==> src/rtl/ugsw_pkg.sv <==
// shared types, constants and byte tables of the gif stream writer
// no dependencies; compiled before every other file of the block
package ugsw_pkg;

    // sizes
    localparam int BLOCK_BYTES_DEF = 126;
    localparam int CFG_IDX_W       = 2;
    localparam int DIM_W           = 16;
    localparam int PIX_CNT_W       = 32;
    localparam int BLK_W           = 7;
    localparam int SEQ_W           = 6;

    // opcodes of an input item
    typedef logic [1:0] t_opcode;
    localparam t_opcode OP_HEADER  = 2'd0;
    localparam t_opcode OP_FRAME   = 2'd1;
    localparam t_opcode OP_PIXEL   = 2'd2;
    localparam t_opcode OP_TRAILER = 2'd3;

    // configuration register indexes
    typedef logic [CFG_IDX_W-1:0] t_cfg_idx;
    localparam t_cfg_idx REG_WIDTH  = 2'd0;
    localparam t_cfg_idx REG_HEIGHT = 2'd1;

    // kinds of byte sequence the emitter walks through
    typedef logic [2:0] t_kind;
    localparam t_kind KIND_HEADER  = 3'd0;
    localparam t_kind KIND_FRAME   = 3'd1;
    localparam t_kind KIND_PIXEL   = 3'd2;
    localparam t_kind KIND_TRAILER = 3'd3;
    localparam t_kind KIND_DROP    = 3'd4;

    // last byte indexes of the sequences, and the frame sequence length
    localparam logic [SEQ_W-1:0] HDR_LAST     = 6'd37;
    localparam logic [SEQ_W-1:0] FRM_LAST     = 6'd18;
    localparam logic [SEQ_W-1:0] FRM_END_LAST = 6'd21;
    localparam logic [SEQ_W-1:0] FRM_LEN      = 6'd19;

    // stream byte codes
    localparam logic [7:0] CLEAR_CODE = 8'h80;
    localparam logic [7:0] EOI_CODE   = 8'h81;
    localparam logic [7:0] EXT_INTRO  = 8'h21;
    localparam logic [7:0] GCE_LABEL  = 8'hF9;
    localparam logic [7:0] IMG_SEP    = 8'h2C;
    localparam logic [7:0] CODE_SIZE  = 8'h07;
    localparam logic [7:0] TRAILER    = 8'h3B;

    // one accepted item as the emitter sees it
    typedef struct packed {
        t_kind            kind;
        logic [SEQ_W-1:0] last_idx;
        logic             blk_open;
        logic [7:0]       blk_len;
        logic [7:0]       code;
    } t_plan;

    // end-of-information sequence 01 81 00
    function automatic logic [7:0] end_byte(input logic [1:0] k);
        logic [7:0] b;
        case (k)
            2'd0:    b = 8'h01;
            2'd1:    b = EOI_CODE;
            default: b = 8'h00;
        endcase
        return b;
    endfunction

    // file header with logical screen descriptor, colour table and loop extension
    function automatic logic [7:0] header_byte(input logic [SEQ_W-1:0] idx,
                                               input logic [DIM_W-1:0] w,
                                               input logic [DIM_W-1:0] h);
        logic [7:0] b;
        case (idx)
            6'd0:    b = 8'h47;
            6'd1:    b = 8'h49;
            6'd2:    b = 8'h46;
            6'd3:    b = 8'h38;
            6'd4:    b = 8'h39;
            6'd5:    b = 8'h61;
            6'd6:    b = w[7:0];
            6'd7:    b = w[15:8];
            6'd8:    b = h[7:0];
            6'd9:    b = h[15:8];
            6'd10:   b = 8'h80;
            6'd13:   b = 8'hFF;
            6'd14:   b = 8'hFF;
            6'd15:   b = 8'hFF;
            6'd19:   b = EXT_INTRO;
            6'd20:   b = 8'hFF;
            6'd21:   b = 8'h0B;
            6'd22:   b = 8'h4E;
            6'd23:   b = 8'h45;
            6'd24:   b = 8'h54;
            6'd25:   b = 8'h53;
            6'd26:   b = 8'h43;
            6'd27:   b = 8'h41;
            6'd28:   b = 8'h50;
            6'd29:   b = 8'h45;
            6'd30:   b = 8'h32;
            6'd31:   b = 8'h2E;
            6'd32:   b = 8'h30;
            6'd33:   b = 8'h03;
            6'd34:   b = 8'h01;
            default: b = 8'h00;
        endcase
        return b;
    endfunction

    // graphic control extension, image descriptor, code size, optional end sequence
    function automatic logic [7:0] frame_byte(input logic [SEQ_W-1:0] idx,
                                              input logic [DIM_W-1:0] w,
                                              input logic [DIM_W-1:0] h);
        logic [SEQ_W-1:0] k;
        logic [7:0]       b;
        k = idx - FRM_LEN;
        case (idx)
            6'd0:    b = EXT_INTRO;
            6'd1:    b = GCE_LABEL;
            6'd2:    b = 8'h04;
            6'd3:    b = 8'h08;
            6'd4:    b = 8'h04;
            6'd8:    b = IMG_SEP;
            6'd13:   b = w[7:0];
            6'd14:   b = w[15:8];
            6'd15:   b = h[7:0];
            6'd16:   b = h[15:8];
            6'd18:   b = CODE_SIZE;
            6'd19:   b = end_byte(k[1:0]);
            6'd20:   b = end_byte(k[1:0]);
            6'd21:   b = end_byte(k[1:0]);
            default: b = 8'h00;
        endcase
        return b;
    endfunction

endpackage

==> src/rtl/ugsw_ifs.sv <==
// valid/ready channel interfaces of the gif stream writer
// depends on ugsw_pkg for field types

// input item channel
interface ugsw_item_if;
    import ugsw_pkg::*;
    logic       valid;
    logic       ready;
    t_opcode    opcode;
    logic [7:0] pixel_code;
    modport source (output valid, output opcode, output pixel_code, input ready);
    modport sink   (input valid, input opcode, input pixel_code, output ready);
endinterface

// result byte channel
interface ugsw_result_if;
    logic       valid;
    logic       ready;
    logic [7:0] out_byte;
    logic       last_of_run;
    logic       status;
    modport source (output valid, output out_byte, output last_of_run, output status,
                    input ready);
    modport sink   (input valid, input out_byte, input last_of_run, input status,
                    output ready);
endinterface

// register write channel
interface ugsw_cfg_if;
    import ugsw_pkg::*;
    logic             valid;
    logic             ready;
    t_cfg_idx         index;
    logic [DIM_W-1:0] data;
    modport source (output valid, output index, output data, input ready);
    modport sink   (input valid, input index, input data, output ready);
endinterface

==> src/rtl/ugsw_frame_ctl.sv <==
// frame tracking: pixel count, sub-block count and frame-open flag
// turns each accepted item into an emit plan; depends on ugsw_pkg
module ugsw_frame_ctl #(
    parameter int BLOCK_BYTES = ugsw_pkg::BLOCK_BYTES_DEF
) (
    input  logic                          i_clk,
    input  logic                          i_rst_n,
    input  logic                          i_take,
    input  ugsw_pkg::t_opcode             i_opcode,
    input  logic [7:0]                    i_pixel_code,
    input  logic [ugsw_pkg::DIM_W-1:0]    i_frame_width,
    input  logic [ugsw_pkg::DIM_W-1:0]    i_frame_height,
    output ugsw_pkg::t_plan               o_plan
);
    import ugsw_pkg::*;

    logic [PIX_CNT_W-1:0] r_pixels_left, n_pixels_left;
    logic [BLK_W-1:0]     r_block_left, n_block_left;
    logic                 r_frame_open, n_frame_open;

    logic [PIX_CNT_W-1:0] w_area;
    logic                 w_zero;
    logic                 w_blk_open;
    logic [BLK_W-1:0]     w_size;
    logic [BLK_W-1:0]     w_blk_cur;
    logic                 w_end;

    // frame size and sub-block bookkeeping
    assign w_area     = {{(PIX_CNT_W-DIM_W){1'b0}}, i_frame_width}
                      * {{(PIX_CNT_W-DIM_W){1'b0}}, i_frame_height};
    assign w_zero     = (i_frame_width == '0) || (i_frame_height == '0);
    assign w_blk_open = (r_block_left == '0);
    assign w_size     = (r_pixels_left < PIX_CNT_W'(BLOCK_BYTES))
                      ? r_pixels_left[BLK_W-1:0] : BLK_W'(BLOCK_BYTES);
    assign w_blk_cur  = w_blk_open ? w_size : r_block_left;
    assign w_end      = (r_pixels_left == PIX_CNT_W'(1));

    // plan and next state for the item on the input
    always_comb begin
        n_pixels_left   = r_pixels_left;
        n_block_left    = r_block_left;
        n_frame_open    = r_frame_open;
        o_plan.kind     = KIND_TRAILER;
        o_plan.last_idx = '0;
        o_plan.blk_open = 1'b0;
        o_plan.blk_len  = 8'(w_size) + 8'd1;
        o_plan.code     = i_pixel_code;
        case (i_opcode)
            OP_HEADER: begin
                o_plan.kind     = KIND_HEADER;
                o_plan.last_idx = HDR_LAST;
            end
            OP_FRAME: begin
                o_plan.kind     = KIND_FRAME;
                o_plan.last_idx = w_zero ? FRM_END_LAST : FRM_LAST;
                n_pixels_left   = w_area;
                n_block_left    = '0;
                n_frame_open    = !w_zero;
            end
            OP_PIXEL: begin
                if (!r_frame_open) begin
                    o_plan.kind = KIND_DROP;
                end else begin
                    o_plan.kind     = KIND_PIXEL;
                    o_plan.blk_open = w_blk_open;
                    o_plan.last_idx = (w_blk_open ? SEQ_W'(2) : SEQ_W'(0))
                                    + (w_end ? SEQ_W'(3) : SEQ_W'(0));
                    n_pixels_left   = r_pixels_left - PIX_CNT_W'(1);
                    n_block_left    = w_end ? '0 : w_blk_cur - BLK_W'(1);
                    n_frame_open    = !w_end;
                end
            end
            default: begin
                o_plan.kind = KIND_TRAILER;
            end
        endcase
    end

    // state update on each input transaction
    always_ff @(posedge i_clk) begin
        if (!i_rst_n) begin
            r_pixels_left <= '0;
            r_block_left  <= '0;
            r_frame_open  <= 1'b0;
        end else if (i_take) begin
            r_pixels_left <= n_pixels_left;
            r_block_left  <= n_block_left;
            r_frame_open  <= n_frame_open;
        end
    end

endmodule

==> src/rtl/uncompressed_gif_stream_writer.sv <==
// top level of the uncompressed two-colour gif89a stream writer
// depends on ugsw_pkg, ugsw_ifs and ugsw_frame_ctl
//
// Usage
//   i_cfg    : register writes, index 0 frame width, 1 frame height; always ready.
//              Write only while no transaction is in flight.
//   i_item   : opcode 0 file header, 1 frame start, 2 pixel, 3 trailer.
//   o_result : one stream byte per transaction; last_of_run marks the final byte
//              an item produced, status flags a pixel dropped with no frame open.
// Timing
//   An item is taken into the emit register, and each of its bytes then passes
//   through the output register onto o_result. The single output byte register
//   sets the rate while the receiver holds ready high: one byte per cycle. An
//   item produces 1 byte for a pixel inside a sub-block, 3 at a sub-block
//   start, up to 6 at frame end, 19 or 22 for a frame start, 38 for a header.
//   The next item is taken in the cycle the current one hands over its last byte,
//   so a pixel run in a sub-block flows at one pixel per cycle when not stalled.
// Reset and stalls
//   Synchronous active-low reset clears the config and busy registers, the
//   frame state and the output valid. When the receiver holds ready low the
//   output byte holds and i_item.ready drops when the emit register stalls.
module uncompressed_gif_stream_writer #(
    parameter int BLOCK_BYTES = ugsw_pkg::BLOCK_BYTES_DEF
) (
    input  logic                 i_clk,
    input  logic                 i_rst_n,
    ugsw_item_if.sink            i_item,
    ugsw_cfg_if.sink             i_cfg,
    ugsw_result_if.source        o_result
);
    import ugsw_pkg::*;

    logic [DIM_W-1:0] r_frame_width;
    logic [DIM_W-1:0] r_frame_height;

    logic             r_busy;
    t_plan            r_plan;
    logic [SEQ_W-1:0] r_idx;

    logic             r_out_valid;
    logic [7:0]       r_out_byte;
    logic             r_out_last;
    logic             r_out_status;

    t_plan            w_plan;
    logic             w_take;
    logic             w_load;
    logic             w_step;
    logic             w_seq_last;
    logic [SEQ_W-1:0] w_pix_base;
    logic [SEQ_W-1:0] w_pix_end;
    logic [7:0]       w_byte;

    // configuration registers
    assign i_cfg.ready = 1'b1;

    always_ff @(posedge i_clk) begin
        if (!i_rst_n) begin
            r_frame_width  <= '0;
            r_frame_height <= '0;
        end else if (i_cfg.valid) begin
            case (i_cfg.index)
                REG_WIDTH:  r_frame_width  <= i_cfg.data;
                REG_HEIGHT: r_frame_height <= i_cfg.data;
                default:    r_frame_width  <= r_frame_width;
            endcase
        end
    end

    // frame tracking and plan for the incoming item
    ugsw_frame_ctl #(
        .BLOCK_BYTES (BLOCK_BYTES)
    ) u_frame_ctl (
        .i_clk          (i_clk),
        .i_rst_n        (i_rst_n),
        .i_take         (w_take),
        .i_opcode       (i_item.opcode),
        .i_pixel_code   (i_item.pixel_code),
        .i_frame_width  (r_frame_width),
        .i_frame_height (r_frame_height),
        .o_plan         (w_plan)
    );

    // handshake between emit register and output register
    assign w_load       = !r_out_valid || o_result.ready;
    assign w_step       = r_busy && w_load;
    assign w_seq_last   = (r_idx == r_plan.last_idx);
    assign i_item.ready = !r_busy || (w_step && w_seq_last);
    assign w_take       = i_item.valid && i_item.ready;

    // emit register control
    always_ff @(posedge i_clk) begin
        if (!i_rst_n) begin
            r_busy <= 1'b0;
        end else if (w_take) begin
            r_busy <= 1'b1;
        end else if (w_step && w_seq_last) begin
            r_busy <= 1'b0;
        end
    end

    // emit register payload and byte index
    always_ff @(posedge i_clk) begin
        if (w_take) begin
            r_plan <= w_plan;
            r_idx  <= '0;
        end else if (w_step) begin
            r_idx  <= r_idx + SEQ_W'(1);
        end
    end

    // byte selection for the current index
    assign w_pix_base = r_plan.blk_open ? SEQ_W'(2) : SEQ_W'(0);
    assign w_pix_end  = r_idx - w_pix_base - SEQ_W'(1);

    always_comb begin
        case (r_plan.kind)
            KIND_HEADER: w_byte = header_byte(r_idx, r_frame_width, r_frame_height);
            KIND_FRAME:  w_byte = frame_byte(r_idx, r_frame_width, r_frame_height);
            KIND_PIXEL: begin
                if (r_idx < w_pix_base) begin
                    w_byte = r_idx[0] ? CLEAR_CODE : r_plan.blk_len;
                end else if (r_idx == w_pix_base) begin
                    w_byte = r_plan.code;
                end else begin
                    w_byte = end_byte(w_pix_end[1:0]);
                end
            end
            KIND_TRAILER: w_byte = TRAILER;
            default:      w_byte = 8'h00;
        endcase
    end

    // output register
    always_ff @(posedge i_clk) begin
        if (!i_rst_n) begin
            r_out_valid <= 1'b0;
        end else if (w_load) begin
            r_out_valid <= r_busy;
        end
    end

    always_ff @(posedge i_clk) begin
        if (w_step) begin
            r_out_byte   <= w_byte;
            r_out_last   <= w_seq_last;
            r_out_status <= (r_plan.kind == KIND_DROP);
        end
    end

    assign o_result.valid       = r_out_valid;
    assign o_result.out_byte    = r_out_byte;
    assign o_result.last_of_run = r_out_last;
    assign o_result.status      = r_out_status;

endmodule

==> src/flat_wrapper.sv <==
// flat-port wrapper written by rule: the top's interface ports become plain ports
module uncompressed_gif_stream_writer_flat import ugsw_pkg::*;
#(
    parameter int BLOCK_BYTES = ugsw_pkg::BLOCK_BYTES_DEF
)
  (i_clk, i_rst_n, i_item_valid, i_item_opcode, i_item_pixel_code, i_item_ready, i_cfg_valid, i_cfg_index, i_cfg_data, i_cfg_ready, o_result_valid, o_result_out_byte, o_result_last_of_run, o_result_status, o_result_ready);
  ugsw_item_if i_item_i ();
  ugsw_cfg_if i_cfg_i ();
  ugsw_result_if o_result_i ();
  input  logic i_clk;
  input  logic i_rst_n;
  input wire logic [$bits(i_item_i.valid)-1:0] i_item_valid;
  input wire logic [$bits(i_item_i.opcode)-1:0] i_item_opcode;
  input wire logic [$bits(i_item_i.pixel_code)-1:0] i_item_pixel_code;
  output wire logic [$bits(i_item_i.ready)-1:0] i_item_ready;
  input wire logic [$bits(i_cfg_i.valid)-1:0] i_cfg_valid;
  input wire logic [$bits(i_cfg_i.index)-1:0] i_cfg_index;
  input wire logic [$bits(i_cfg_i.data)-1:0] i_cfg_data;
  output wire logic [$bits(i_cfg_i.ready)-1:0] i_cfg_ready;
  output wire logic [$bits(o_result_i.valid)-1:0] o_result_valid;
  output wire logic [$bits(o_result_i.out_byte)-1:0] o_result_out_byte;
  output wire logic [$bits(o_result_i.last_of_run)-1:0] o_result_last_of_run;
  output wire logic [$bits(o_result_i.status)-1:0] o_result_status;
  input wire logic [$bits(o_result_i.ready)-1:0] o_result_ready;
  assign i_item_i.valid = i_item_valid;
  assign i_item_i.opcode = i_item_opcode;
  assign i_item_i.pixel_code = i_item_pixel_code;
  assign i_item_ready = i_item_i.ready;
  assign i_cfg_i.valid = i_cfg_valid;
  assign i_cfg_i.index = i_cfg_index;
  assign i_cfg_i.data = i_cfg_data;
  assign i_cfg_ready = i_cfg_i.ready;
  assign o_result_valid = o_result_i.valid;
  assign o_result_out_byte = o_result_i.out_byte;
  assign o_result_last_of_run = o_result_i.last_of_run;
  assign o_result_status = o_result_i.status;
  assign o_result_i.ready = o_result_ready;
  uncompressed_gif_stream_writer #(.BLOCK_BYTES(BLOCK_BYTES)) u_core (.i_clk(i_clk), .i_rst_n(i_rst_n), .i_item(i_item_i), .i_cfg(i_cfg_i), .o_result(o_result_i));
endmodule
==> config.mk <==
export PLATFORM = sky130hd
export DESIGN_NAME = uncompressed_gif_stream_writer_flat
export DESIGN_NICKNAME = d
export VERILOG_FILES = /design/src/rtl/ugsw_pkg.sv /design/src/rtl/ugsw_ifs.sv /design/src/rtl/ugsw_frame_ctl.sv /design/src/rtl/uncompressed_gif_stream_writer.sv /design/src/flat_wrapper.sv
export SDC_FILE = /design/constraint.sdc
export NUM_CORES = 1
export LEC_CHECK = 0
export BUFFER_PORTS_ARGS = -buffer_cell sky130_fd_sc_hd__buf_4
export CAP_MARGIN = 20
export CORE_MARGIN = 10
export CORE_UTILIZATION = 30
export CTS_CLUSTER_DIAMETER = 80
export DETAILED_ROUTE_END_ITERATION = 16
export MAX_ROUTING_LAYER = met4
export PLACE_DENSITY_LB_ADDON = 0.1
export SLEW_MARGIN = 25
export SYNTH_ARGS = -nofsm -noshare
export SYNTH_HDL_FRONTEND = slang
export SYNTH_SLANG_ARGS = --single-unit
==> constraint.sdc <==
create_clock -name i_clk -period 9.6 [get_ports i_clk]
set_input_delay 0.48 -clock i_clk [delete_from_list [all_inputs] [get_ports i_clk]]
set_output_delay 0.48 -clock i_clk [all_outputs]
set_load 0.01 [all_outputs]
==> key figures, run 1 <==
Synth
  • Syn_area_per_cell: a little over 8 µm²
  • Synth top area cells: fa_1 25%, dfxtp_1 10%, ha_1 9.8%
  • Yosys cell types: 75
  • Yosys top cell by area: fa_1
  • Post-Synthesis Cells: between 1500 and 2000
  • Seq/Total Area, Yosys: 0.172
  • Top cells by count, synth: 297 x nand2_1, 251 x inv_1, 194 x fa_1, 121 x and2_1, 121 x ha_1
  • Ys async rst share: 0
  • Count leader, synth: nand2_1
  • Mapped Nets: roughly 2200
  • Post-synthesis cell area: 15400 µm²
  • EDFF count, synth: 35
  • Yosys reg bits: 115
  • Synth Warn #: 0
  • Main synth FF type: dfxtp_1
  • Post-synth top area share: 0.252

Die
  • Row count: 83
  • Initial core utilization: 0.302
  • Die Y: 247 µm
  • Core area: approximately 51000 µm²
  • IO Count: 46
  • Die width: 247 µm
  • Die Footprint: between 60000 and 70000 µm²

Routing
  • Vias: 13000
  • WL/cell: roughly 20 µm
  • Vias per std cell: 5.11
  • Routed WL: 50300 µm
  • Drt pass-1 iters: 5
  • Antenna-violating nets left: 0
  • Residual DRC: 0
  • Initial DRC Count: 994

Power and ir drop
  • Seq pwr share: 0.340
  • Leakage: 0.00776 µW
  • Internal Dissipation: ~1100 µW
  • Max rail drop VDD: about 0.097 mV
  • Power Density: 99.6 nW/µm²
  • Tot Pwr: 1690 µW
  • Clk pwr share: 0.414
  • Sw frac: 0.350
  • Net switching power: 591 µW
  • Logic pwr share: 0.247

Cells and area
  • Diode count: 0
  • Net count, final: 2192
  • Final instance area: 16900 µm²
  • Layout cell share with drive strength beyond 1: 0.0668
  • Area Growth Syn to Fin: 9.85%

Timing
  • Fin. Hold Viols: 0
  • Final Skew: 20.5 ps
  • Fmax: 148 MHz
  • Max-slew headroom: 0.272
  • Minimum clock period after layout: 6770 ps
  • Final setup vio count: 0
  • Max-slew violation count: 0
  • RSZ-0062 raised after global routing: false
  • Fin worst setup slack: 2830 ps
  • Fin Setup TNS: 0 ps
  • Worst Tran Pin Value: approximately 1100 ps
  • Fin Hold WS: 192 ps
  • Final period util: 0.706

Worst setup path
  • CP max stage cell: dfxtp_1
  • Top cell by count, worst path: fa_1
  • CP top delay family: adder cells
  • Bufs and invs on worst path: 3
  • Crit end category: flip-flop
  • Required time of the critical path: 9910 ps
  • R2r worst-path depth: 18
  • Worst Path Arrival: 7080 ps
  • CP Cell Sequence: nand2_1 -> fa_1 -> fa_1 -> fa_1 -> inv_1 -> ha_1 -> fa_1 -> inv_1 -> fa_1 -> inv_1 -> ha_1 -> a2111oi_0 -> a21bo_2 -> a21oi_1 -> o21a_1 -> o41ai_1 -> mux2i_1 -> a21oi_1
  • Crit-path max FO: 20
  • Startpoint Class: flip-flop
  • Worst path depth: 18
  • CP max stage delay: 990 ps
  • Critical path class: flip-flop to flip-flop

Clock tree
  • H-tree levels: 4
  • Root Driver: clkbuf_16
  • Hold_buf cts: 0
  • Max Root-Sink Buffers: 2
  • TritonCTS clock tree: done
  • PostCTS Resize Cnt: 0
  • Worst-skew pair later-pin latency: approximately 470 ps
  • # clock sinks: roughly 120
  • Clock transition at path regs: 70 ps
  • CTS buffer count: 17
  • Post-CTS Setup Repair Bufs: 0

GRT
  • Met3 Use GR: 0.0250
  • Total GRT Usage: 0.172
  • GR Overflow Total: 0
  • Vias in the first global route: 13100
  • Global route hottest layer: met2
  • GR met2 Demand/Resource: 0.258
  • Largest net degree at the start of global routing: 62
  • First-pass GRT wire length: 78700 µm
  • Grt met1 use: 0.242
  • Initial antenna violation count: 0

Place
  • Placed inst area: approximately 16000 µm²
  • Placed wire-length estimate: 37200 µm
  • GP Congestion: about 0.86
  • Placement Setup Slack: roughly 2900 ps
  • Buffers on Ports: 44

Outcome
  • Outcome: complete, no violations

Hold path
  • Worst hold path type: input port to flip-flop
  • Hold depth: 1

Job
  • Max cap viols: 0
cells by family after synthesis:
kind of cell | share of synthesized area
buf+inv | 0.0934
compound gates | 0.145
fa+ha+maj | 0.350
mux | 0.00454
xor+xnor | 0.0170
flops | 0.172
simple gates | 0.218
other cells | 0.000487
layout make-up:
type                            count  area [µm²]
Timing Repair Buffer               70         526
Clock buffer                       17         425
Tap cell                          680         851
Inverter                          253         950
Sequential cell                   115        2660
Fill cell                        5482       34100
Multi-Input combinational cell   1387       11300
Clock inverter                     15         194
layer usage:
metal  part of all wire  vias up
met2               0.46      316
met1               0.49     6493
met3              0.044       36
met5                  0        -
li1                   -     6124
met4              0.011        0
power groups by stage:
stage,combinational (µW),sequential (µW),clock (µW)
after floorplan,291,556,0
after global placement,410,582,0
after detailed placement,410,583,0
after CTS,413,573,715
after global routing,457,577,736
final,416,573,698
path summary, 6_finish.rpt:
kind                                                                           to                                         startpoint  slack (ps)
worst max-delay path            u_core.u_frame_ctl.r_pixels_left[25]$_SDFFE_PN0P_               u_core.r_frame_width[7]$_SDFFE_PN0P_        2830
worst min-delay path                                   u_core.r_plan[7]$_DFFE_PP_                               i_item_pixel_code[7]         190
worst max register to register  u_core.u_frame_ctl.r_pixels_left[25]$_SDFFE_PN0P_               u_core.r_frame_width[7]$_SDFFE_PN0P_        2830
worst min register to register  u_core.u_frame_ctl.r_pixels_left[15]$_SDFFE_PN0P_  u_core.u_frame_ctl.r_pixels_left[15]$_SDFFE_PN0P_         480
cell usage in the layout (no fill, tap or decap), types with 6 or more instances in the layout:
cell type / Yosys / routed
xor2_1: 15 / 15
inv_1: 251 / 251
o22ai_1: 10 / 10
nand3_1: 30 / 30
a21oi_1: 112 / 112
nor3_1: 38 / 38
a31oi_1: 12 / 12
edfxtp_1: 35 / 35
dfxtp_1: 80 / 78
clkbuf_16: 0 / 17
a21o_1: 24 / 24
ha_1: 121 / 120
and3_1: 20 / 20
or4_1: 6 / 6
nor2_1: 81 / 81
nand2b_1: 18 / 18
o21a_1: 8 / 8
o221ai_1: 10 / 10
a211oi_1: 7 / 7
mux2i_1: 7 / 7
a22oi_1: 19 / 19
fa_1: 194 / 194
nor2b_1: 8 / 8
nor4_1: 20 / 20
and2_1: 121 / 121
o21ai_0: 63 / 63
nand4_1: 13 / 13
xnor2_1: 15 / 15
or3_1: 12 / 12
a221oi_1: 11 / 11
or2_2: 7 / 7
o211ai_1: 11 / 11
buf_4: 1 / 70
nand2_1: 297 / 297
stage by stage:
step,utilization,cells
after floorplan,-,1883
after global routing,0.332,2537
final,0.332,2537
after detailed placement,0.319,2505
after CTS,0.332,2537
after global placement,0.319,2505
sequential cells by signal (all words and copies together), names as in the netlist:
signal and count:
u_core.o_result.status 1, u_core.r_frame_height 16, u_core.r_idx 6, u_core.r_busy 1
u_core.r_frame_width 16, u_core.u_frame_ctl.r_pixels_left 32, u_core.o_result.valid 1, u_core.r_plan 25
u_core.u_frame_ctl.r_frame_open 1, u_core.u_frame_ctl.r_block_left 7, u_core.o_result.last_of_run 1, u_core.o_result.out_byte 8
(Power assumes the default switching activity.)
==> run 2, diff against run 1 <==
--- a/config.mk
+++ b/config.mk
@@ -5,6 +5,7 @@
 export SDC_FILE = /design/constraint.sdc
 export NUM_CORES = 1
 export LEC_CHECK = 0
+export ABC_AREA = 1
 export BUFFER_PORTS_ARGS = -buffer_cell sky130_fd_sc_hd__buf_4
 export CAP_MARGIN = 20
 export CORE_MARGIN = 10
==> constraint.sdc (replaced) <==
create_clock -name i_clk -period 6.98 [get_ports i_clk]
set_input_delay 0.349 -clock i_clk [delete_from_list [all_inputs] [get_ports i_clk]]
set_output_delay 0.349 -clock i_clk [all_outputs]
set_load 0.01 [all_outputs]
==> run 2 against run 1 <==
Effect of this change: maximum frequency rose by 4.9%; cell count increased by 15%; power up 41%; highest routed layer unchanged; critical path type unchanged; synthesized cell count rose by 17%; sequential cell count stayed put.
==> key figures, run 2 <==
Power and ir drop
  • Power Density: 136 nW/µm² (was 99.6 nW/µm²)
  • Clk pwr share: 0.374 (was 0.414)
  • Leakage: 0.00926 µW (was 0.00776 µW)
  • Seq pwr share: 0.336 (was 0.340)
  • Logic pwr share: 0.290 (was 0.247)
  • Max rail drop VDD: 0.180 mV (was 0.0970 mV)
  • Net switching power: 915 µW (was 591 µW)
  • Sw frac: 0.384 (was 0.350)
  • Internal Dissipation: 1470 µW (was 1100 µW)

Cells and area
  • Max reg flops: 32 (unchanged)
  • Most frequent cells in the layout: 493 x nand2_1, 486 x inv_1, 194 x fa_1 (was 297 x nand2_1, 251 x inv_1, 194 x fa_1)
  • Commonest non-fill, non-tap cell in the layout: nand2_1 (unchanged)
  • Largest Register: u_core.u_frame_ctl.r_pixels_left (unchanged)
  • Diode count: 0 (unchanged)
  • Regs by FF count: u_core.u_frame_ctl.r_pixels_left: 32 flops, u_core.r_plan: 25 flops (unchanged)
  • Net count, final: 2571 (was 2192)
  • Layout cell share with drive strength beyond 1: 0.0707 (was 0.0668)
  • Fillcell total: 5759 (was 5482)
  • Area Growth Syn to Fin: 11.0% (was 9.85%)

Routing
  • Vias per std cell: 4.84 (was 5.11)
  • Residual DRC: 0 (unchanged)
  • Initial DRC Count: 1087 (was 994)
  • Routed WL: 53200 µm (was 50300 µm)
  • Antenna-violating nets left: 0 (unchanged)
  • Vias: 14200 (was 13000)
  • WL/cell: 18.2 µm (was 19.8 µm)
  • Drt pass-1 iters: 5 (unchanged)

Worst setup path
  • Startpoint Class: flip-flop (unchanged)
  • CP max stage delay: 1010 ps (was 990 ps)
  • CP Cell Sequence: nand2_1 -> fa_1 -> fa_1 -> inv_1 -> fa_1 -> fa_1 -> fa_1 -> inv_1 -> fa_1 -> inv_1 -> ha_1 -> a21oi_1 -> o21ai_0 -> a21oi_1 -> nor2_1 -> nor2_1 -> nand2_1 -> o21ai_0 -> a21oi_1 (was nand2_1 -> fa_1 -> fa_1 -> fa_1 -> inv_1 -> ha_1 -> fa_1 -> inv_1 -> fa_1 -> inv_1 -> ha_1 -> a2111oi_0 -> a21bo_2 -> a21oi_1 -> o21a_1 -> o41ai_1 -> mux2i_1 -> a21oi_1)
  • Critical path class: flip-flop to flip-flop (unchanged)
  • R2r worst-path depth: 19 (was 18)
  • CP max stage cell: dfxtp_1 (unchanged)
  • Crit end category: flip-flop (unchanged)
  • Top cell by count, worst path: fa_1 (unchanged)
  • Crit-path max FO: 20 (unchanged)
  • Worst Path Arrival: 6790 ps (was 7080 ps)
  • Required time of the critical path: 7320 ps (was 9910 ps)

GRT
  • Total GRT Usage: 0.176 (was 0.172)
  • First-pass GRT wire length: 84200 µm (was 78700 µm)
  • Largest net degree at the start of global routing: 57 (was 62)
  • Initial antenna violation count: 1 (was 0)
  • Vias in the first global route: 14300 (was 13100)
  • GR Overflow Total: 0 (unchanged)

Clock tree
  • Clock transition at path regs: 60 ps (was 70 ps)
  • Hold_buf cts: 0 (unchanged)
  • H-tree levels: 4 (unchanged)
  • Worst-skew pair later-pin latency: 470 ps (about the same)
  • Max Root-Sink Buffers: 2 (unchanged)
  • # clock sinks: 115 (unchanged)
  • Post-CTS Setup Repair Bufs: 0 (unchanged)
  • PostCTS Resize Cnt: 0 (unchanged)
  • CTS buffer count: 17 (unchanged)
  • TritonCTS clock tree: done (unchanged)
  • Root Driver: clkbuf_16 (unchanged)

Timing
  • Fin. Hold Viols: 0 (unchanged)
  • Final period util: 0.925 (was 0.706)
  • RSZ-0062 raised after global routing: false (unchanged)
  • Fmax: 155 MHz (was 148 MHz)
  • Fin Hold WS: 60.1 ps (was 192 ps)
  • Final setup vio count: 0 (unchanged)
  • Minimum clock period after layout: 6460 ps (was 6770 ps)
  • Max-slew headroom: 0.299 (was 0.272)
  • Worst Tran Pin Value: 1050 ps (was 1090 ps)
  • Final Skew: 13.0 ps (was 20.5 ps)
  • Fin Setup TNS: 0 ps (unchanged)
  • Max-slew violation count: 0 (unchanged)

Synth
  • Post-Synthesis Cells: 2208 (was 1883)
  • Synth Warn #: 0 (unchanged)
  • Yosys reg bits: 115 (unchanged)
  • Top cells by count, synth: 494 x nand2_1, 487 x inv_1, 194 x fa_1, 169 x nor2_1, 138 x a21oi_1 (was 297 x nand2_1, 251 x inv_1, 194 x fa_1, 121 x and2_1, 121 x ha_1)
  • Post-synthesis cell area: 15800 µm² (was 15400 µm²)
  • Seq/Total Area, Yosys: 0.168 (was 0.172)
  • Yosys cell types: 55 (was 75)
  • Post-synth top area share: 0.245 (was 0.252)
  • Main synth FF type: dfxtp_1 (unchanged)
  • Ys async rst share: 0 (unchanged)
  • Syn_area_per_cell: 7.17 µm² (was 8.19 µm²)
  • Synth top area cells: fa_1 25%, nand2_1 12%, inv_1 12% (was fa_1 25%, dfxtp_1 10%, ha_1 9.8%)
  • Count leader, synth: nand2_1 (unchanged)
  • Yosys top cell by area: fa_1 (unchanged)
  • Mapped Nets: 2556 (was 2231)
  • EDFF count, synth: 35 (unchanged)

Hold path
  • Worst hold path type: input port to flip-flop (unchanged)
  • Hold depth: 1 (unchanged)

Die
  • Core area: 52400 µm² (was 51100 µm²)
  • Die width: 250 µm (was 247 µm)
  • Row count: 84 (was 83)
  • Die Y: 250 µm (was 247 µm)
  • IO Count: 46 (unchanged)
  • Die Footprint: 62400 µm² (was 60900 µm²)
  • Initial core utilization: 0.302 (about the same)

Place
  • Buffers on Ports: 44 (unchanged)
  • GP Congestion: 0.923 (was 0.857)
  • Placed wire-length estimate: 42400 µm (was 37200 µm)

Job
  • Max cap viols: 0 (unchanged)

Outcome
  • Outcome: complete, no violations (unchanged)
[run 2: changes by cell type after synthesis, sizes merged, moves of 19 or more]
cell / previous run / this run
inv: 251 / 496
a21oi: 112 / 139
nor2: 81 / 185
clkbuf: 116 / 67
o21ai: 63 / 122
a22oi: 19 / 0
nand2: 297 / 495
and2: 121 / 0
nand3: 31 / 79
[run 2: cell families (layout without fill, tap and decap cells)]
group                      after synthesis  after routing  share of synthesized area
adders and majority gates              315            315                      0.341
DFF                                    115            115                      0.168
other                                    2              2                   0.000474
xor gates and xnor gates                25             25                     0.0138
AOI/OAI and AO/OA                      332            332                      0.118
and+or+nand+nor                        828            828                      0.218
buffers and inverters                  591            619                      0.141
[run 2: metal layers]
layer / wire (µm) / vias up / track usage / share of wire
li1: - / 6870 / - / -
met2: 23500 / 337 / 0.261 / 0.44
met4: 701 / 0 / 0.0367 / 0.013
met3: 2680 / 45 / 0.0300 / 0.050
met5: 0 / - / - / 0
met1: 26300 / 6898 / 0.247 / 0.49
[run 2: final cells by class]
class                      instances  area, µm²  share of cell area
sequential                       115       2650               0.151
multi-input combinational       1502      10900               0.623
tap                              688        861              0.0490
timing repair buffer              88        661              0.0376
clock buffer                      18        429              0.0244
clock inverter                    14        143             0.00812
inverter                         499       1870               0.107
[run 2: final timing paths]
check / startpoint / end / slack [ps]
worst max-delay path: u_core.r_frame_height[8]$_SDFFE_PN0P_ / u_core.u_frame_ctl.r_pixels_left[31]$_SDFFE_PN0P_ / 520
worst min-delay path: i_item_pixel_code[4] / u_core.r_plan[4]$_DFFE_PP_ / 60
worst max register to register: u_core.r_frame_height[8]$_SDFFE_PN0P_ / u_core.u_frame_ctl.r_pixels_left[31]$_SDFFE_PN0P_ / 520
worst min register to register: u_core.u_frame_ctl.r_block_left[6]$_SDFFE_PN0P_ / u_core.u_frame_ctl.r_block_left[6]$_SDFFE_PN0P_ / 460
[run 2: through the flow]
step	util	cell area, µm²	setup WS [ps]	power [µW]	cells
final	0.335	17600	523	2380	2924
after global routing	0.335	17600	130	2530	2924
after CTS	0.335	17600	486	2410	2924
after detailed placement	0.324	17000	520	1500	2892
after global placement	0.324	17000	540	1510	2892
after floorplan	-	15800	1350	1250	2208
[run 2: critical path: cells and delay by family (launching register included)]
| kind | cells | cell delay [ps] |
|---|---|---|
| AOI/OAI and AO/OA | 5 | 1080 |
| and+or+nand+nor | 4 | 460 |
| adders and majority gates | 7 | 3610 |
| DFF | 1 | 1010 |
| buffers and inverters | 3 | 170 |
[run 2: power groups by stage]
stage	sequential (µW)	clock, µW	combinational, µW
after floorplan	770	0	483
after global placement	815	0	692
after detailed placement	815	0	690
after CTS	801	917	697
after global routing	807	942	781
final	801	892	690
==> run 3, diff against run 2 <==
--- a/config.mk
+++ b/config.mk
@@ -5,7 +5,6 @@
 export SDC_FILE = /design/constraint.sdc
 export NUM_CORES = 1
 export LEC_CHECK = 0
-export ABC_AREA = 1
 export BUFFER_PORTS_ARGS = -buffer_cell sky130_fd_sc_hd__buf_4
 export CAP_MARGIN = 20
 export CORE_MARGIN = 10
==> run 3 against run 2 <==
Effect of this change: critical path depth did not move; count of clock-buffer cells in the layout fell by 1; clock power rose by 1%; via count fell by 7.3%; worst hold slack got worse by 5.4 ps; sequential share of layout area rose by 0.42 points; largest power group unchanged; combinational power fell by 17%; register-to-register slack got worse by 140 ps; cell area fell by 2.5%; critical endpoint is now u_core.u_frame_ctl.r_pixels_left[25]$_SDFFE_PN0P_; sequential power fell by 2%.
==> key figures, run 3 (synthesis gave the netlist of run 1 again) <==
Outcome
  • Outcome: complete, no violations (unchanged)

Worst setup path
  • Flop-to-flop setup slack: 380 ps (was 520 ps)
  • CP max stage delay: 870 ps (was 1010 ps)
  • Reg-to-reg startpoint: u_core.r_frame_width[9]$_SDFFE_PN0P_ (was u_core.r_frame_height[8]$_SDFFE_PN0P_)
  • CP Cell Sequence: nand2_1 -> fa_1 -> fa_1 -> inv_1 -> fa_1 -> fa_1 -> fa_1 -> inv_1 -> fa_1 -> inv_1 -> ha_1 -> a21oi_1 -> o211ai_1 -> o211ai_1 -> nand2b_1 -> o21a_1 -> o41ai_1 -> mux2i_1 -> a21oi_1 (was nand2_1 -> fa_1 -> fa_1 -> inv_1 -> fa_1 -> fa_1 -> fa_1 -> inv_1 -> fa_1 -> inv_1 -> ha_1 -> a21oi_1 -> o21ai_0 -> a21oi_1 -> nor2_1 -> nor2_1 -> nand2_1 -> o21ai_0 -> a21oi_1)
  • Startpoint Class: flip-flop (unchanged)
  • CP max stage cell: dfxtp_1 (unchanged)
  • Top cell by count, worst path: fa_1 (unchanged)
  • Crit-path max FO: 14 (was 20)
  • Worst R2R End: u_core.u_frame_ctl.r_pixels_left[25]$_SDFFE_PN0P_ (was u_core.u_frame_ctl.r_pixels_left[31]$_SDFFE_PN0P_)
  • Worst Path Arrival: 6930 ps (was 6790 ps)
  • CP top delay family: adder cells (unchanged)
  • R2r worst-path depth: 19 (unchanged)
  • Required time of the critical path: 7310 ps (was 7320 ps)
  • Bufs and invs on worst path: 3 (unchanged)
  • Crit end category: flip-flop (unchanged)
  • Critical path class: flip-flop to flip-flop (unchanged)

GRT
  • Vias in the first global route: 13600 (was 14300)
  • Total GRT Usage: 0.174 (was 0.176)
  • GR met2 Demand/Resource: 0.257 (was 0.261)
  • Met3 Use GR: 0.0260 (was 0.0300)
  • First-pass GRT wire length: 80000 µm (was 84200 µm)
  • Largest net degree at the start of global routing: 62 (was 57)
  • GR Overflow Total: 0 (unchanged)
  • Initial antenna violation count: 0 (was 1)
  • Grt met1 use: 0.242 (was 0.247)
  • Global route hottest layer: met2 (unchanged)

Timing
  • RSZ-0062 raised after global routing: false (unchanged)
  • Worst Tran Pin Value: 1060 ps (was 1050 ps)
  • Fin Setup TNS: 0 ps (unchanged)
  • Fmax: 152 MHz (was 155 MHz)
  • Minimum clock period after layout: 6600 ps (was 6460 ps)
  • Max-slew violation count: 0 (unchanged)
  • Final period util: 0.945 (was 0.925)
  • Final setup vio count: 0 (unchanged)
  • Fin. Hold Viols: 0 (unchanged)
  • Final Skew: 13.4 ps (was 13.0 ps)
  • Max-slew headroom: 0.288 (was 0.299)

Routing
  • Vias per std cell: 5.11 (was 4.84)
  • Routed WL: 50500 µm (was 53200 µm)
  • Drt pass-1 iters: 6 (was 5)
  • Antenna-violating nets left: 0 (unchanged)
  • WL/cell: 19.7 µm (was 18.2 µm)
  • Vias: 13100 (was 14200)
  • Residual DRC: 0 (unchanged)
  • Initial DRC Count: 939 (was 1087)

Hold path
  • Worst hold path type: input port to flip-flop (unchanged)
  • Hold depth: 1 (unchanged)
  • WHS Endpoint: u_core.r_plan[6]$_DFFE_PP_ (was u_core.r_plan[4]$_DFFE_PP_)
  • Hold path start: i_item_pixel_code[6] (was i_item_pixel_code[4])

Clock tree
  • # clock sinks: 115 (unchanged)
  • Root Driver: clkbuf_16 (unchanged)
  • TritonCTS clock tree: done (unchanged)
  • H-tree levels: 4 (unchanged)
  • Clock transition at path regs: 70 ps (was 60 ps)
  • Max Root-Sink Buffers: 2 (unchanged)
  • CTS buffer count: 17 (unchanged)
  • Worst-skew pair later-pin latency: 480 ps (was 470 ps)
  • Post-CTS Setup Repair Bufs: 0 (unchanged)

Power and ir drop
  • Leakage: 0.00790 µW (was 0.00926 µW)
  • Power Density: 132 nW/µm² (was 136 nW/µm²)
  • Max rail drop VDD: 0.165 mV (was 0.180 mV)

Cells and area
  • Max reg flops: 32 (unchanged)
  • Net count, final: 2221 (was 2571)
  • Commonest non-fill, non-tap cell in the layout: nand2_1 (unchanged)
  • Area Growth Syn to Fin: 11.0% (about the same)
  • Layout cell share with drive strength beyond 1: 0.0827 (was 0.0707)
  • Final instance area: 17100 µm² (was 17600 µm²)
  • Largest Register: u_core.u_frame_ctl.r_pixels_left (unchanged)
  • Regs by FF count: u_core.u_frame_ctl.r_pixels_left: 32 flops, u_core.r_plan: 25 flops (unchanged)
  • Diode count: 0 (unchanged)
  • Most frequent cells in the layout: 297 x nand2_1, 251 x inv_1, 194 x fa_1 (was 493 x nand2_1, 486 x inv_1, 194 x fa_1)

Place
  • GP Congestion: 0.878 (was 0.923)
  • Buffers on Ports: 44 (unchanged)
  • Placed wire-length estimate: 38800 µm (was 42400 µm)
  • Placed inst area: 16500 µm² (was 17000 µm²)

Die
  • Die width: 247 µm (was 250 µm)
  • Row count: 83 (was 84)
  • Die Footprint: 60900 µm² (was 62400 µm²)
  • Die Y: 247 µm (was 250 µm)
  • Core area: 51100 µm² (was 52400 µm²)
  • Initial core utilization: 0.302 (about the same)
  • IO Count: 46 (unchanged)

Job
  • Max cap viols: 0 (unchanged)
==> run 3: cell types whose count changed in the layout (fill, tap and decap cells not counted), sizes merged, moves of 19 or more <==
cell,change
and2,+121
o21ai,-59
nand2,-198
a21oi,-27
inv,-244
nand3,-48
a22oi,+19
nor2,-104
==> run 3: where the power goes <==
group          total (µW)  switching (µW)  leakage [µW]  internal (µW)
Sequential            787            54.2      0.000987            733
Clock                 901             428      0.000279            474
Combinational         576             366       0.00663            210
Total                2260             848       0.00790           1420
==> run 3: worst max-delay path by stage <==
stage | from | endpoint | slack [ps] | cells past startpoint
2_1_floorplan | u_core.r_frame_height[3]$_SDFFE_PN0P_ | u_core.u_frame_ctl.r_pixels_left[25]$_SDFFE_PN0P_ | 930 | 20
3_3_place_gp | u_core.r_frame_width[5]$_SDFFE_PN0P_ | u_core.u_frame_ctl.r_pixels_left[25]$_SDFFE_PN0P_ | 150 | 21
3_5_place_dp | u_core.r_frame_width[5]$_SDFFE_PN0P_ | u_core.u_frame_ctl.r_pixels_left[25]$_SDFFE_PN0P_ | 160 | 21
4_1_cts | u_core.r_frame_width[5]$_SDFFE_PN0P_ | u_core.u_frame_ctl.r_pixels_left[25]$_SDFFE_PN0P_ | 130 | 21
5_1_grt | u_core.r_frame_width[9]$_SDFFE_PN0P_ | u_core.u_frame_ctl.r_pixels_left[25]$_SDFFE_PN0P_ | 2 | 19
6_report | u_core.r_frame_width[9]$_SDFFE_PN0P_ | u_core.u_frame_ctl.r_pixels_left[25]$_SDFFE_PN0P_ | 380 | 19
==> run 3: what timing repair did <==
item	CTS	global route
endpoints found under the setup margin	0	6
hold buffers	0	0
resized for setup	0	4
==> run 3: cell type report <==
| cell class | instances | area (µm²) |
|---|---|---|
| fillers | 5408 | 34000 |
| clock buffers | 17 | 425 |
| well taps | 680 | 851 |
| repair buffers | 99 | 743 |
| multi-input cells | 1387 | 11300 |
| flip-flops and latches | 115 | 2660 |
| inverters | 253 | 950 |
| clock inverters | 15 | 154 |
==> run 3: per-stage QoR <==
step,power [µW],setup WS (ps),cells,utilization,hold WS [ps]
2_1_floorplan,1170,931,1883,-,446
3_3_place_gp,1370,151,2534,0.324,461
3_5_place_dp,1370,163,2534,0.324,462
4_1_cts,2300,126,2566,0.335,11.2
5_1_grt,2390,1.70,2566,0.335,29.6
6_report,2260,384,2566,0.335,54.6
==> run 3: layer usage <==
metal  wire, µm  share of wire
met5          0              0
met3       2260          0.045
met1      24700           0.49
met2      22500           0.45
met4       1040          0.021
